**src/design/lmfs_pkg.sv**
```systemverilog
`default_nettype none

package lmfs_pkg;

    // stream widths, fixed by the field layout
    localparam int S_TDATA_W = 8;
    localparam int S_TUSER_W = 1;
    localparam int DRIVE_W   = 6;
    localparam int M_TDATA_W = 16;

    // request kinds carried on the slave-side tuser
    typedef enum logic [S_TUSER_W-1:0] {
        CMD_BYTE = 1'b0,
        CMD_TICK = 1'b1
    } t_cmd;

    typedef logic [7:0] t_boot_line;

    // power-up picture, rows beyond the sixth stay dark
    localparam t_boot_line BOOT_IMAGE [8] = '{
        8'h1e, 8'h21, 8'h27, 8'h27, 8'h21, 8'h1e, 8'h00, 8'h00
    };

endpackage

`default_nettype wire

```
**src/design/led_matrix_frame_scanner.sv**
```systemverilog
// channel  | dir | signals                          | payload
// ---------+-----+----------------------------------+---------------------------------------
// s_axis   | in  | s_axis_tvalid/tready/tdata/tuser | tdata: rx_byte; tuser: cmd
// m_axis   | out | m_axis_tvalid/tready/tdata       | row_drive, column_drive, image_loaded
// cfg      | in  | i_cfg_we, i_cfg_wdata            | mirror_enable
//
// a new request can enter on each clock while s_axis_tready is high
// a scan tick yields one result in the next cycle from the output register
// a serial byte only updates the receive state and yields no result
// s_axis_tready drops only while a result sits in the output register and m_axis_tready is low
// i_rst_n is synchronous, active low; the boot picture is shown after reset, mirror mode is on
`default_nettype none

module led_matrix_frame_scanner #(
    parameter int GRID_SIZE = 6
) (
    input  logic                            i_clk,
    input  logic                            i_rst_n,
    input  logic                            i_cfg_we,
    input  logic                            i_cfg_wdata,
    input  logic                            s_axis_tvalid,
    output logic                            s_axis_tready,
    input  logic [lmfs_pkg::S_TDATA_W-1:0]  s_axis_tdata,   // [7:0] rx_byte
    input  logic [lmfs_pkg::S_TUSER_W-1:0]  s_axis_tuser,   // [0] cmd
    output logic                            m_axis_tvalid,
    input  logic                            m_axis_tready,
    output logic [lmfs_pkg::M_TDATA_W-1:0]  m_axis_tdata    // [5:0] row_drive,
                                                            // [11:6] column_drive,
                                                            // [12] image_loaded, [15:13] zero
);
    import lmfs_pkg::*;

    localparam int IDX_W  = $clog2(GRID_SIZE);
    localparam int WIDE_W = (GRID_SIZE > DRIVE_W) ? GRID_SIZE : DRIVE_W;
    localparam logic [IDX_W-1:0] LAST_IDX = IDX_W'(GRID_SIZE - 1);

    typedef logic [GRID_SIZE-1:0] t_line;

    logic             r_mirror;
    logic [IDX_W-1:0] r_rx_pos;
    logic             r_rx_active;
    logic             r_pending;
    t_line            r_rx_rows [GRID_SIZE];
    t_line            r_disp    [GRID_SIZE];
    logic [IDX_W-1:0] r_row;
    logic [IDX_W-1:0] r_col;
    logic             r_out_valid;
    logic [DRIVE_W-1:0] r_row_drive;
    logic [DRIVE_W-1:0] r_col_drive;
    logic             r_loaded;

    logic             accept;
    logic             is_tick;
    t_line            rx_line;
    logic [IDX_W-1:0] n_row;
    logic [IDX_W-1:0] n_col;
    logic             n_load;
    t_line            n_disp [GRID_SIZE];
    t_line            row_bits;
    logic             pixel;
    t_line            row_line;
    t_line            col_line;
    logic [WIDE_W-1:0] row_wide;
    logic [WIDE_W-1:0] col_wide;

    assign s_axis_tready = !r_out_valid || m_axis_tready;
    assign accept        = s_axis_tvalid && s_axis_tready;
    assign is_tick       = (t_cmd'(s_axis_tuser) == CMD_TICK);
    assign rx_line       = s_axis_tdata[GRID_SIZE-1:0];

    // scan advances before it drives
    always_comb begin
        n_row  = r_row;
        n_col  = r_col;
        n_load = 1'b0;
        if (r_col == LAST_IDX) begin
            n_col = '0;
            if (r_row == LAST_IDX) begin
                n_row  = '0;
                n_load = r_pending;
            end else begin
                n_row = IDX_W'(r_row + 1'b1);
            end
        end else begin
            n_col = IDX_W'(r_col + 1'b1);
        end
    end

    // picture after a possible load; mirror flips row order and bit order
    always_comb begin
        for (int i = 0; i < GRID_SIZE; i++) begin
            n_disp[i] = r_disp[i];
            if (n_load) begin
                if (r_mirror) begin
                    for (int k = 0; k < GRID_SIZE; k++) begin
                        n_disp[i][GRID_SIZE-1-k] = r_rx_rows[GRID_SIZE-1-i][k];
                    end
                end else begin
                    n_disp[i] = r_rx_rows[i];
                end
            end
        end
    end

    // msb of a row is column 1
    always_comb begin
        row_bits = n_disp[n_row];
        pixel    = row_bits[LAST_IDX - n_col];
        row_line = ~(t_line'(1) << n_row);
        col_line = t_line'(pixel) << n_col;
        row_wide = WIDE_W'(row_line);
        col_wide = WIDE_W'(col_line);
    end

    always_ff @(posedge i_clk) begin
        if (!i_rst_n) begin
            r_mirror    <= 1'b1;
            r_rx_pos    <= '0;
            r_rx_active <= 1'b0;
            r_pending   <= 1'b0;
            r_row       <= '0;
            r_col       <= '0;
            r_out_valid <= 1'b0;
            for (int i = 0; i < GRID_SIZE; i++) begin
                r_rx_rows[i] <= '0;
                r_disp[i]    <= GRID_SIZE'(BOOT_IMAGE[i]);
            end
        end else begin
            if (i_cfg_we) begin
                r_mirror <= i_cfg_wdata;
            end

            if (accept && is_tick) begin
                r_out_valid <= 1'b1;
            end else if (m_axis_tready) begin
                r_out_valid <= 1'b0;
            end

            if (accept) begin
                if (is_tick) begin
                    r_row <= n_row;
                    r_col <= n_col;
                    if (n_load) begin
                        r_disp    <= n_disp;
                        r_pending <= 1'b0;
                        for (int i = 0; i < GRID_SIZE; i++) begin
                            r_rx_rows[i] <= '0;
                        end
                    end
                end else if (!r_rx_active) begin
                    // only a zero byte opens a frame
                    if (s_axis_tdata == '0) begin
                        r_rx_active <= 1'b1;
                        r_rx_pos    <= '0;
                    end
                end else begin
                    r_rx_rows[r_rx_pos] <= rx_line;
                    if (r_rx_pos == LAST_IDX) begin
                        r_rx_pos    <= '0;
                        r_rx_active <= 1'b0;
                        r_pending   <= 1'b1;
                    end else begin
                        r_rx_pos <= IDX_W'(r_rx_pos + 1'b1);
                    end
                end
            end
        end
    end

    always_ff @(posedge i_clk) begin
        if (accept && is_tick) begin
            r_row_drive <= row_wide[DRIVE_W-1:0];
            r_col_drive <= col_wide[DRIVE_W-1:0];
            r_loaded    <= n_load;
        end
    end

    assign m_axis_tvalid = r_out_valid;
    assign m_axis_tdata  = {3'b000, r_loaded, r_col_drive, r_row_drive};

endmodule

`default_nettype wire

```
**config.mk**
```make
export PLATFORM = sky130hd
export DESIGN_NAME = led_matrix_frame_scanner
export DESIGN_NICKNAME = d
export VERILOG_FILES = /design/src/design/lmfs_pkg.sv /design/src/design/led_matrix_frame_scanner.sv
export SDC_FILE = /design/constraint.sdc
export NUM_CORES = 1
export LEC_CHECK = 0
export BUFFER_PORTS_ARGS = -buffer_cell sky130_fd_sc_hd__buf_4
export CAP_MARGIN = 10
export CORE_MARGIN = 1
export CORE_UTILIZATION = 36
export CTS_BUF_LIST = sky130_fd_sc_hd__clkbuf_4 sky130_fd_sc_hd__clkbuf_8
export CTS_CLUSTER_SIZE = 20
export DETAILED_ROUTE_END_ITERATION = 12
export GPL_TIMING_DRIVEN = 1
export HOLD_SLACK_MARGIN = 0.06
export PLACE_DENSITY = 0.49
export SLEW_MARGIN = 30
export SYNTH_ARGS = -nofsm -noshare
export SYNTH_HDL_FRONTEND = slang
export SYNTH_SLANG_ARGS = --single-unit
```
**constraint.sdc**
```tcl
create_clock -name i_clk -period 6.65 [get_ports i_clk]
set_input_delay 1.33 -clock i_clk [delete_from_list [all_inputs] [get_ports i_clk]]
set_output_delay 1.33 -clock i_clk [all_outputs]
set_load 0.05 [all_outputs]
```
* Word level (Yosys, flattened, before mapping) *
Memories as Yosys holds them, arrays and structs flattened.
Index checks and enable logic that the tools add are counted.
W data, S select, Z words.

word-level totals
  register bits after elaboration = 62
  RAM bits = 36
  output and inout bits = 18
  word-level logic and storage cells = 107
  memories kept = 1

cells by class
  add/subtract/negate cells = 4
  $lt $le $gt $ge = 2
  eq/ne operators = 4
  shift operators = 2
  mux-type cells = 54
  bitwise gates (word level) = 9
  reduce and logical (&&, ||, !) cells = 15

memory list
  memory     depth  bits a word  rd ports  clocked after memory_dff  write ports  RTL line                        RTL
  r_rx_rows  6      6            6         0                         6            led_matrix_frame_scanner.sv:43  t_line r_rx_rows [GRID_SIZE];

operators by type and width
  kind                   number
  $mux W6                21
  $mux W1                24
  $mux W3                7
  $bmux W6 S3            1
  $add A3 B1 Y3 const B  3
  $eq A3 B3 Y1 const B   3
  $logic_not A8 Y1       1
  $reduce_bool A2 Y1     4
  $not A6 Y6             1
  $or A1 B1 Y1           6
  $reduce_and A3 Y1      2
  $reduce_or A6 Y1       1
  $shl A1 B3 Y6          1
  $shl A1 B3 Y6 const A  1
  $ge A4 B4 Y1 const B   1
  $lt A3 B4 Y1 const B   1
  $not A3 Y4             1
  $reduce_and A2 Y1      2
  $reduce_and A4 Y1      1
  $bmux W1 S3            1
  $sub A3 B3 Y3 const A  1
  $logic_and A1 B1 Y1    2
  $ne A2 B1 Y1 const B   1
  $logic_not A1 Y1       1
  other kinds (2)        2

* Depth between registers and ports, before layout *
Gate-level depths: netlist of the first run.

  depth after elaboration = 10
  gate-level depth with buffers = 11

* Worst setup path before layout of the first run *
Ideal clock, no wire load.

  path kind = input -> register
  from = in m_axis_tready
  to = mem r_rx_rows[1][0] (netlist bit) (enable)
  setup time = 0.326 ns
  data arrival time = 3.340 ns
  path slack = 2.985 ns
  stages on the path = 6
  path buffers = 0
  cell sequence = nand2b_1 -> nand2_1 -> nor3b_1 -> nand2_1 -> nor4b_1 -> nand3b_1

RTL lines
  item         RTL line                        RTL
  from (decl)  led_matrix_frame_scanner.sv:26  input logic m_axis_tready,
  to (decl)    led_matrix_frame_scanner.sv:43

* Worst setup path after layout of the first run *
  from = reg r_row[0]
  to = reg r_col_drive[2] (data pin)

on the way
  word-level cells in the longest chain between the ends = 10

RTL lines
  item                                                                RTL line                                                         RTL
  from (decl)                                                         led_matrix_frame_scanner.sv:45                                   logic [IDX_W-1:0] r_row;
  from (signal assigned)                                              led_matrix_frame_scanner.sv:141                                  r_row <= n_row;
  $add A3 B1 Y3 / $eq A3 B3 Y1 (equally long branches)                led_matrix_frame_scanner.sv:82, led_matrix_frame_scanner.sv:78
  $mux W3 / $mux W1 (equally long branches)                           led_matrix_frame_scanner.sv:78                                   if (r_row == LAST_IDX) begin
  $mux W3 / $mux W1 (equally long branches)                           led_matrix_frame_scanner.sv:76                                   if (r_col == LAST_IDX) begin
  $not A3 Y4 (not written as such) / $mux W6 (equally long branches)  led_matrix_frame_scanner.sv:107, led_matrix_frame_scanner.sv:93
  $bmux W6 S3 *                                                       led_matrix_frame_scanner.sv:107                                  row_bits = n_disp[n_row];
  $mux W6 (not written as such) * (2 in a row)                        led_matrix_frame_scanner.sv:107
  $bmux W1 S3 *                                                       led_matrix_frame_scanner.sv:108                                  pixel = row_bits[LAST_IDX - n_col];
  $mux W1 (not written as such) *                                     led_matrix_frame_scanner.sv:108
  $shl A1 B3 Y6 *                                                     led_matrix_frame_scanner.sv:110                                  col_line = t_line'(pixel) << n_col;
  to (signal assigned)                                                led_matrix_frame_scanner.sv:173                                  r_col_drive <= col_wide[DRIVE_W-1:0];
  to (decl)                                                           led_matrix_frame_scanner.sv:49                                   logic [DRIVE_W-1:0] r_col_drive;

Mark *: on every way between the ends. The rest lies on a longest branch, timed or not. The select of a mux whose other input is x is not followed.
A chain may end at the register's enable or synchronous reset.

==> flow_metrics.env, run 1 <==
export IMPL_total_routing_resource_utilization_after_global_routing=0.177
export IMPL_outcome="completed"
export IMPL_post_route_min_period_ns=3.69
export IMPL_antennaDiodeCount=0
export IMPL_yosys_area_top_type_share=0.295
export IMPL_dp_slack_ns=2.72
export IMPL_clock_tree_from_tritoncts="done"
export IMPL_globalRouteOverflowTotal=0
export IMPL_combined_area_of_the_multi_input_logic_cells_um2=2320
export IMPL_port_buffer_count=29
export IMPL_clockRootBuffer="sky130_fd_sc_hd__clkbuf_8"
export IMPL_count_of_nets_left_with_antenna_violations_after_detail_routing=0
export IMPL_clkPwrFrac=0.340
export IMPL_utilization=0.407
export IMPL_power_combinational_fraction=0.093
export IMPL_chipHeight_um=120
export IMPL_p_sw_frac=0.256
export IMPL_io_pins=33
export IMPL_dr_pass1_iters=5
export IMPL_worst_hold_path_num_cells=2
export IMPL_placement_rows=42
export IMPL_netlist_top_cells_area="sky130_fd_sc_hd__edfxtp_1 29%, sky130_fd_sc_hd__dfxtp_1 20%, sky130_fd_sc_hd__mux2i_1 7.8%"
export IMPL_placement_cell_area_um2=5260
export IMPL_cp_max_fo=20
export IMPL_synth_seq_cells=98
export IMPL_dieArea_um2=14300
export IMPL_syn_area_per_cell_um2=10.4
export IMPL_ir_drop_v=0.000140
export IMPL_min_delay_worst_endpoint="r_disp[30]"
export IMPL_cell_internal_pwr_w=0.000865
export IMPL_worst_setup_path_type="flop to flop"
export IMPL_number_of_enable_type_register_cells_in_the_synthesized_netlist=49
export IMPL_via_count=3573
export IMPL_design_final_nets=506
export IMPL_r2r_setup_slack_ns=2.96
export IMPL_yosysWarningCount=0
export IMPL_first_global_vias=3386
export IMPL_detail_route_vias_per_cell=5.32
export IMPL_gr_max_usage_layer="met2"
export IMPL_register_area_um2=2450
export IMPL_min_from="r_disp[30]"
export IMPL_cts_buffers=9
export IMPL_critPathLaunchType="flop"
export IMPL_reg2reg_depth=8
export IMPL_postSynthCellCount=482
export IMPL_synth_seq_area_share=0.491
export IMPL_ys_flop_type="sky130_fd_sc_hd__edfxtp_1"
export IMPL_design_core_area_um2=13400
export IMPL_min_delay_path_class="flop to flop"
export IMPL_postSynth_asyncResetShare=0
export IMPL_dominant_cell_type_by_area_after_synthesis="sky130_fd_sc_hd__edfxtp_1"
export IMPL_cp_arrival_ns=3.82
export IMPL_worst_slew_margin_relative_to_its_limit=0.483
export IMPL_wirelength_mm=12.0
export IMPL_compound_gate_portion_of_the_synthesized_area=0.162
export IMPL_regToRegStartpoint="r_row[0]"
export IMPL_design_area_um2=5460
export IMPL_crit_reg2reg_capture="r_col_drive[2]"
export IMPL_number_of_gates_resized_after_cts=0
export IMPL_unrepaired_setup_endpoints_after_global_routing="no"
export IMPL_maxClockFrequency_mhz=271
export IMPL_cts_root_to_sink_buffers=2
export IMPL_synthesis_area_um2=4990
export IMPL_grt_pass1_wl_mm=19.0
export IMPL_finalWorstSetupSlack_ns=2.96
export IMPL_clock_skew_ns=0.0102
export IMPL_worstMarginPinSlew_ns=0.774
export IMPL_detail_route_drc_violations=0
export IMPL_floorplan_die_width_um=120
export IMPL_layout_filler_cells=1310
export IMPL_grt_met2_usage=0.287
export IMPL_synth_simple_gate_area_share=0.202
export IMPL_timing_max_transition_violations_final=0
export IMPL_timing_critical_path_to_type="flop"
export IMPL_timing_critical_path_required_ns=6.78
export IMPL_drive_gt1_frac=0.143
export IMPL_synthXorXnorAreaFrac=0.00677
export IMPL_cts_setup_buffers=0
export IMPL_hold_viol=0
export IMPL_cts_hold_repair_buffers=0
export IMPL_post_synth_fa_ha_maj_area_fraction=0.00451
export IMPL_post_synth_mux_area_share=0.0850
export IMPL_start_util=0.372
export IMPL_post_dp_hpwl_mm=8.56
export IMPL_cellLeakagePower_nw=2.42
export IMPL_htree_num_levels=3
export IMPL_synth_lib_cells_used_distinct=62
export IMPL_min_period_over_period=0.554
export IMPL_net_switching_power_w=0.000298
export IMPL_cellPowerDensity_nw_per_um2=213
export IMPL_setup_total_negative_slack_ns=0
export IMPL_met3_usage=0.0442
export IMPL_timing_max_cap_violations=0
export IMPL_pin_count_of_the_biggest_net_entering_global_routing=57
export IMPL_grt_antenna_before_repair=0
export IMPL_clock_sinks=98
export IMPL_report_final_setup_viol=0
export IMPL_violation_count_after_the_first_detailed_route_iteration=261
export IMPL_power_share_sequential=0.567
export IMPL_main_combinational_cell_family_by_area_after_synthesis="simple AND/OR/NAND/NOR gates"
export IMPL_gp_congestion=0.818
export IMPL_clkLatencyLatePin_ns=0.38
export IMPL_wl_per_cell_um=17.9
export IMPL_worst_setup_hold_path_clk_slew_ns=0.10
export IMPL_area_delta_synth_final_pct=9.40
export IMPL_use_met1=0.227
==> how the worst max path moves through the flow <==
| stage | start | to | slack [ns] | cells after the start |
|---|---|---|---|---|
| after floorplan | m_axis_tready | r_rx_rows[1][0] | 2.98 | 6 |
| after global placement | m_axis_tready | r_rx_rows[1][3] | 2.77 | 7 |
| after detailed placement | m_axis_tready | r_rx_rows[1][1] | 2.72 | 7 |
| after CTS | r_row[0] | r_col_drive[2] | 2.91 | 8 |
| after global routing | r_row[0] | r_col_drive[2] | 2.81 | 8 |
| final | r_row[0] | r_col_drive[2] | 2.96 | 8 |
==> sequential cells by signal, indices dropped and copies added, names as in the netlist <==
name and count:
r_col 3, r_col_drive 6, r_disp 36, r_rx_active 1, r_pending 1, r_rx_pos 3, r_mirror 1, r_row 3
r_row_drive 6, r_loaded 1, m_axis_tvalid 1, r_rx_rows 36
==> power groups by stage <==
stage / Clock [W] / Sequential [W] / Combinational, W
finish: 0.000396 / 0.000659 / 0.000108
global route: 0.000429 / 0.000662 / 0.000117
CTS: 0.000413 / 0.000659 / 0.000109
detailed placement: 0 / 0.000673 / 0.000109
global placement: 0 / 0.000673 / 0.000108
floorplan: 0 / 0.000676 / 0.0000723
==> Yosys cell counts, types with 3 or more instances <==
cell / count
sky130_fd_sc_hd__nand3_1: 14
sky130_fd_sc_hd__o21ai_0: 9
sky130_fd_sc_hd__o211a_1: 19
sky130_fd_sc_hd__nor3_1: 4
sky130_fd_sc_hd__a21o_1: 3
sky130_fd_sc_hd__buf_6: 5
sky130_fd_sc_hd__a211oi_1: 4
sky130_fd_sc_hd__or2_2: 3
sky130_fd_sc_hd__edfxtp_1: 49
sky130_fd_sc_hd__o211ai_1: 22
sky130_fd_sc_hd__nor2_1: 19
sky130_fd_sc_hd__o221ai_1: 5
sky130_fd_sc_hd__and2_1: 38
sky130_fd_sc_hd__dfxtp_1: 49
sky130_fd_sc_hd__buf_4: 7
sky130_fd_sc_hd__inv_1: 4
sky130_fd_sc_hd__mux2i_1: 39
sky130_fd_sc_hd__nand3b_1: 4
sky130_fd_sc_hd__nand2b_1: 8
sky130_fd_sc_hd__a31oi_1: 7
sky130_fd_sc_hd__buf_2: 7
sky130_fd_sc_hd__clkbuf_1: 17
sky130_fd_sc_hd__nand2_1: 63
sky130_fd_sc_hd__and3_1: 4
sky130_fd_sc_hd__mux2_2: 3
sky130_fd_sc_hd__a21oi_1: 17
sky130_fd_sc_hd__nor2b_1: 7
sky130_fd_sc_hd__a21boi_0: 3
==> final cells by class <==
class | instances | share of cell area
clock buffer | 10 | 0.0241
clock inverter | 6 | 0.0124
inverter | 6 | 0.00412
multi-input combinational | 342 | 0.424
sequential | 98 | 0.449
tap | 176 | 0.0403
timing repair buffer | 33 | 0.0454
==> cells in the final DEF, fill, tap and decap left out, types with 3 or more instances in the layout <==
master / netlist / layout
sky130_fd_sc_hd__nor2_1: 19 / 18
sky130_fd_sc_hd__a21o_1: 3 / 3
sky130_fd_sc_hd__edfxtp_1: 49 / 49
sky130_fd_sc_hd__a21boi_0: 3 / 3
sky130_fd_sc_hd__nor3_1: 4 / 4
sky130_fd_sc_hd__nand2_1: 63 / 63
sky130_fd_sc_hd__nor2b_1: 7 / 7
sky130_fd_sc_hd__and3_1: 4 / 4
sky130_fd_sc_hd__nand2b_1: 8 / 8
sky130_fd_sc_hd__a211oi_1: 4 / 4
sky130_fd_sc_hd__o211ai_1: 22 / 22
sky130_fd_sc_hd__clkbuf_8: 0 / 9
sky130_fd_sc_hd__nand3_1: 14 / 14
sky130_fd_sc_hd__conb_1: 1 / 3
sky130_fd_sc_hd__dfxtp_1: 49 / 48
sky130_fd_sc_hd__inv_1: 4 / 4
sky130_fd_sc_hd__mux2i_1: 39 / 39
sky130_fd_sc_hd__o211a_1: 19 / 19
sky130_fd_sc_hd__nand3b_1: 4 / 4
sky130_fd_sc_hd__or2_2: 3 / 3
sky130_fd_sc_hd__a31oi_1: 7 / 7
sky130_fd_sc_hd__and2_1: 38 / 38
sky130_fd_sc_hd__mux2_2: 3 / 3
sky130_fd_sc_hd__o221ai_1: 5 / 5
sky130_fd_sc_hd__a21oi_1: 17 / 17
sky130_fd_sc_hd__o21ai_0: 9 / 9
sky130_fd_sc_hd__buf_4: 7 / 33
==> layer usage <==
metal	up-vias	wire length, um
li1	1775	-
met1	1700	5580
met2	84	5650
met3	14	531
met4	0	250
met5	-	0
==> stage by stage <==
stage	instances	hold WS, ns	total power, W
floorplan	484	0.434	0.000748
global placement	655	0.454	0.000781
detailed placement	655	0.462	0.000782
CTS	671	0.478	0.00118
global route	671	0.503	0.00121
finish	671	0.479	0.00116
==> kinds of logic (layout without fill, tap and decap cells) <==
family,count (synthesis),in the layout
simple gates,185,185
compound gates,107,107
flops,98,98
buf+inv,44,55
mux,42,42
xor+xnor,3,3
fa+ha+maj,2,2
other cells,1,3
==> critical path: stages (launching register included) <==
cell	delay, ns
sky130_fd_sc_hd__dfxtp_1	0.82
sky130_fd_sc_hd__and4b_1	0.81
sky130_fd_sc_hd__nand2_8	0.12
sky130_fd_sc_hd__inv_2	0.32
sky130_fd_sc_hd__mux2i_1	0.32
sky130_fd_sc_hd__a222oi_1	0.15
sky130_fd_sc_hd__o32a_1	0.36
sky130_fd_sc_hd__or2_1	0.27
sky130_fd_sc_hd__a32o_1	0.26
Note: power is estimated with default switching activity, not from simulation.
==> run 2: changes to the inputs <==
==> constraint.sdc (replaced) <==
create_clock -name i_clk -period 3.4 [get_ports i_clk]
set_input_delay 0.68 -clock i_clk [delete_from_list [all_inputs] [get_ports i_clk]]
set_output_delay 0.68 -clock i_clk [all_outputs]
set_load 0.05 [all_outputs]
==> run 2 against run 1 <==
  * Utilization increased by 0.83 points
  * Register-to-register slack worse by 2.4 ns
  * Non-clock buffer count up 13
  * Critical path depth unchanged
  * Via count up 2.3%
  * Largest cell class unchanged
  * Cell area up 2.0%
  * Die area did not move
  * Routed wire length up 2.6%
  * Global-route usage is 0.80 points higher
  * Final cell count up 1.9%
  * Setup slack got worse by 2.4 ns
  * First-iteration DRC count fell by 23%
==> flow_metrics.env, run 2 (synthesized netlist as in run 1, its figures left out) <==
export IMPL_worstPathCellList="and4b_1 -> buf_4 -> a21oi_1 -> or2_1 -> and4_1 -> o32a_1 -> or2_1 -> a32o_1"
export IMPL_design_area_um2=5570
export IMPL_timing_max_transition_violations_final=0
export IMPL_cts_root_to_sink_buffers=2
export IMPL_timing_max_cap_violations=0
export IMPL_cts_buffers=9
export IMPL_clock_skew_ns=0.00859
export IMPL_count_of_nets_left_with_antenna_violations_after_detail_routing=0
export IMPL_drt_met1_wl_mm=5.85
export IMPL_htree_num_levels=3
export IMPL_worst_setup_path_type="flop to flop"
export IMPL_clkLatencyLatePin_ns=0.38
export IMPL_outcome="completed"
export IMPL_clock_sinks=98
export IMPL_via_count=3655
export IMPL_clockRootBuffer="sky130_fd_sc_hd__clkbuf_8"
export IMPL_start_util=0.372
export IMPL_number_of_gates_resized_after_cts=0
export IMPL_total_routing_resource_utilization_after_global_routing=0.185
export IMPL_wirelength_mm=12.3
export IMPL_violation_count_after_the_first_detailed_route_iteration=202
export IMPL_design_final_nets=519
export IMPL_antennaDiodeCount=0
export IMPL_wl_per_cell_um=18.0
export IMPL_cts_setup_buffers=0
export IMPL_crit_path_slowest_cell="sky130_fd_sc_hd__dfxtp_1"
export IMPL_cts_hold_repair_buffers=0
export IMPL_worstMarginPinSlew_ns=0.694
export IMPL_globalRouteOverflowTotal=0
export IMPL_chipHeight_um=120
export IMPL_post_route_min_period_ns=2.81
export IMPL_first_global_vias=3457
export IMPL_final_common_cell="sky130_fd_sc_hd__nand2_1"
export IMPL_min_period_over_period=0.828
export IMPL_drive_gt1_frac=0.163
export IMPL_area_delta_synth_final_pct=11.6
export IMPL_detailroute_wirelength_met2_mm=5.82
export IMPL_layout_cells_most_common_list="63 x sky130_fd_sc_hd__nand2_1, 49 x sky130_fd_sc_hd__edfxtp_1, 48 x sky130_fd_sc_hd__dfxtp_1"
export IMPL_dieArea_um2=14300
export IMPL_hold_viol=0
export IMPL_report_final_setup_viol=0
export IMPL_timing_critical_path_to_type="flop"
export IMPL_timing_critical_path_required_ns=3.54
export IMPL_worst_slew_margin_relative_to_its_limit=0.535
export IMPL_critical_path_top_cell_by_count="sky130_fd_sc_hd__or2_1"
export IMPL_design_core_area_um2=13400
export IMPL_maxClockFrequency_mhz=355
export IMPL_worst_setup_hold_path_clk_slew_ns=0.09
export IMPL_placement_rows=42
export IMPL_critPathLaunchType="flop"
export IMPL_highest_layer="met4"
export IMPL_cp_max_fo=13
export IMPL_gp_congestion=0.932
export IMPL_ir_drop_v=0.000175
export IMPL_detail_route_vias_per_cell=5.34
export IMPL_floorplan_die_width_um=120
export IMPL_cellPowerDensity_nw_per_um2=424
export IMPL_io_pins=33
export IMPL_grt_antenna_before_repair=0
export IMPL_placement_cell_area_um2=5350
export IMPL_dr_pass1_iters=5
export IMPL_cp_arrival_ns=2.96
export IMPL_pin_count_of_the_biggest_net_entering_global_routing=43
export IMPL_top_registers="r_disp: 36 flops, r_rx_rows: 36 flops"
export IMPL_setup_total_negative_slack_ns=0
export IMPL_r2r_setup_slack_ns=0.59
export IMPL_timing_critical_path_slowest_cell_delay_ns=0.57
export IMPL_detail_route_drc_violations=0
export IMPL_port_buffer_count=29
export IMPL_grt_pass1_wl_mm=19.6
export IMPL_post_dp_hpwl_mm=9.22
export IMPL_min_delay_path_class="flop to flop"
export IMPL_dr_wl_met3_um=412
export IMPL_unrepaired_setup_endpoints_after_global_routing="no"
export IMPL_clock_tree_from_tritoncts="done"
export IMPL_cellLeakagePower_nw=2.50
-- run 2: cell types whose count changed in the layout (fill, tap and decap cells not counted), sizes merged --
cell      previous run  this run
clkbuf              10        13
clkinvlp             2         0
clkinv               3         1
buf                 33        46
bufinv               1         2
-- run 2: cell type report --
cell class / instances / area, um2
fillers: 1299 / 7830
flip-flops and latches: 98 / 2450
multi-input cells: 342 / 2310
repair buffers: 46 / 345
well taps: 176 / 220
clock buffers: 13 / 154
clock inverters: 3 / 65.1
inverters: 6 / 22.5
-- run 2: per-layer routing --
metal | vias to the layer above | global-route usage
met5 | - | 0
met4 | 0 | 0.0813
met3 | 14 | 0.0257
met2 | 95 | 0.304
met1 | 1742 | 0.242
li1 | 1804 | -
-- run 2: worst paths after layout --
check                  start        endpoint  cells past startpoint
setup / recovery    r_col[2]  r_col_drive[4]                      8
hold / removal    r_disp[32]      r_disp[32]                      2
setup reg to reg    r_col[2]  r_col_drive[4]                      8
hold reg to reg   r_disp[32]      r_disp[32]                      2
-- run 2: where the power goes --
group	internal (W)	leakage [nW]	switching, W
clock network	0.000447	0.115	0.000408
logic	0.0000799	1.52	0.000140
registers	0.00127	0.862	0.0000210
total	0.00179	2.50	0.000569
-- run 2: per-stage QoR --
| stage | utilization | hold WS (ns) | setup slack, ns | cells | power [W] |
|---|---|---|---|---|---|
| finish | 0.416 | 0.478 | 0.586 | 684 | 0.00236 |
| global route | 0.416 | 0.504 | 0.429 | 684 | 0.00245 |
| floorplan | - | 0.434 | 0.385 | 484 | 0.00146 |
| CTS | 0.416 | 0.477 | 0.616 | 684 | 0.00238 |
| detailed placement | 0.399 | 0.457 | 0.645 | 668 | 0.00154 |
| global placement | 0.399 | 0.461 | 0.650 | 668 | 0.00154 |
-- run 2: worst max-delay path: cells and delay by family, from the launching register on --
family	cells	cell delay [ns]
and+or+nand+nor	4	1.07
buffers and inverters	1	0.24
AOI/OAI and AO/OA	3	0.71
DFF	1	0.57
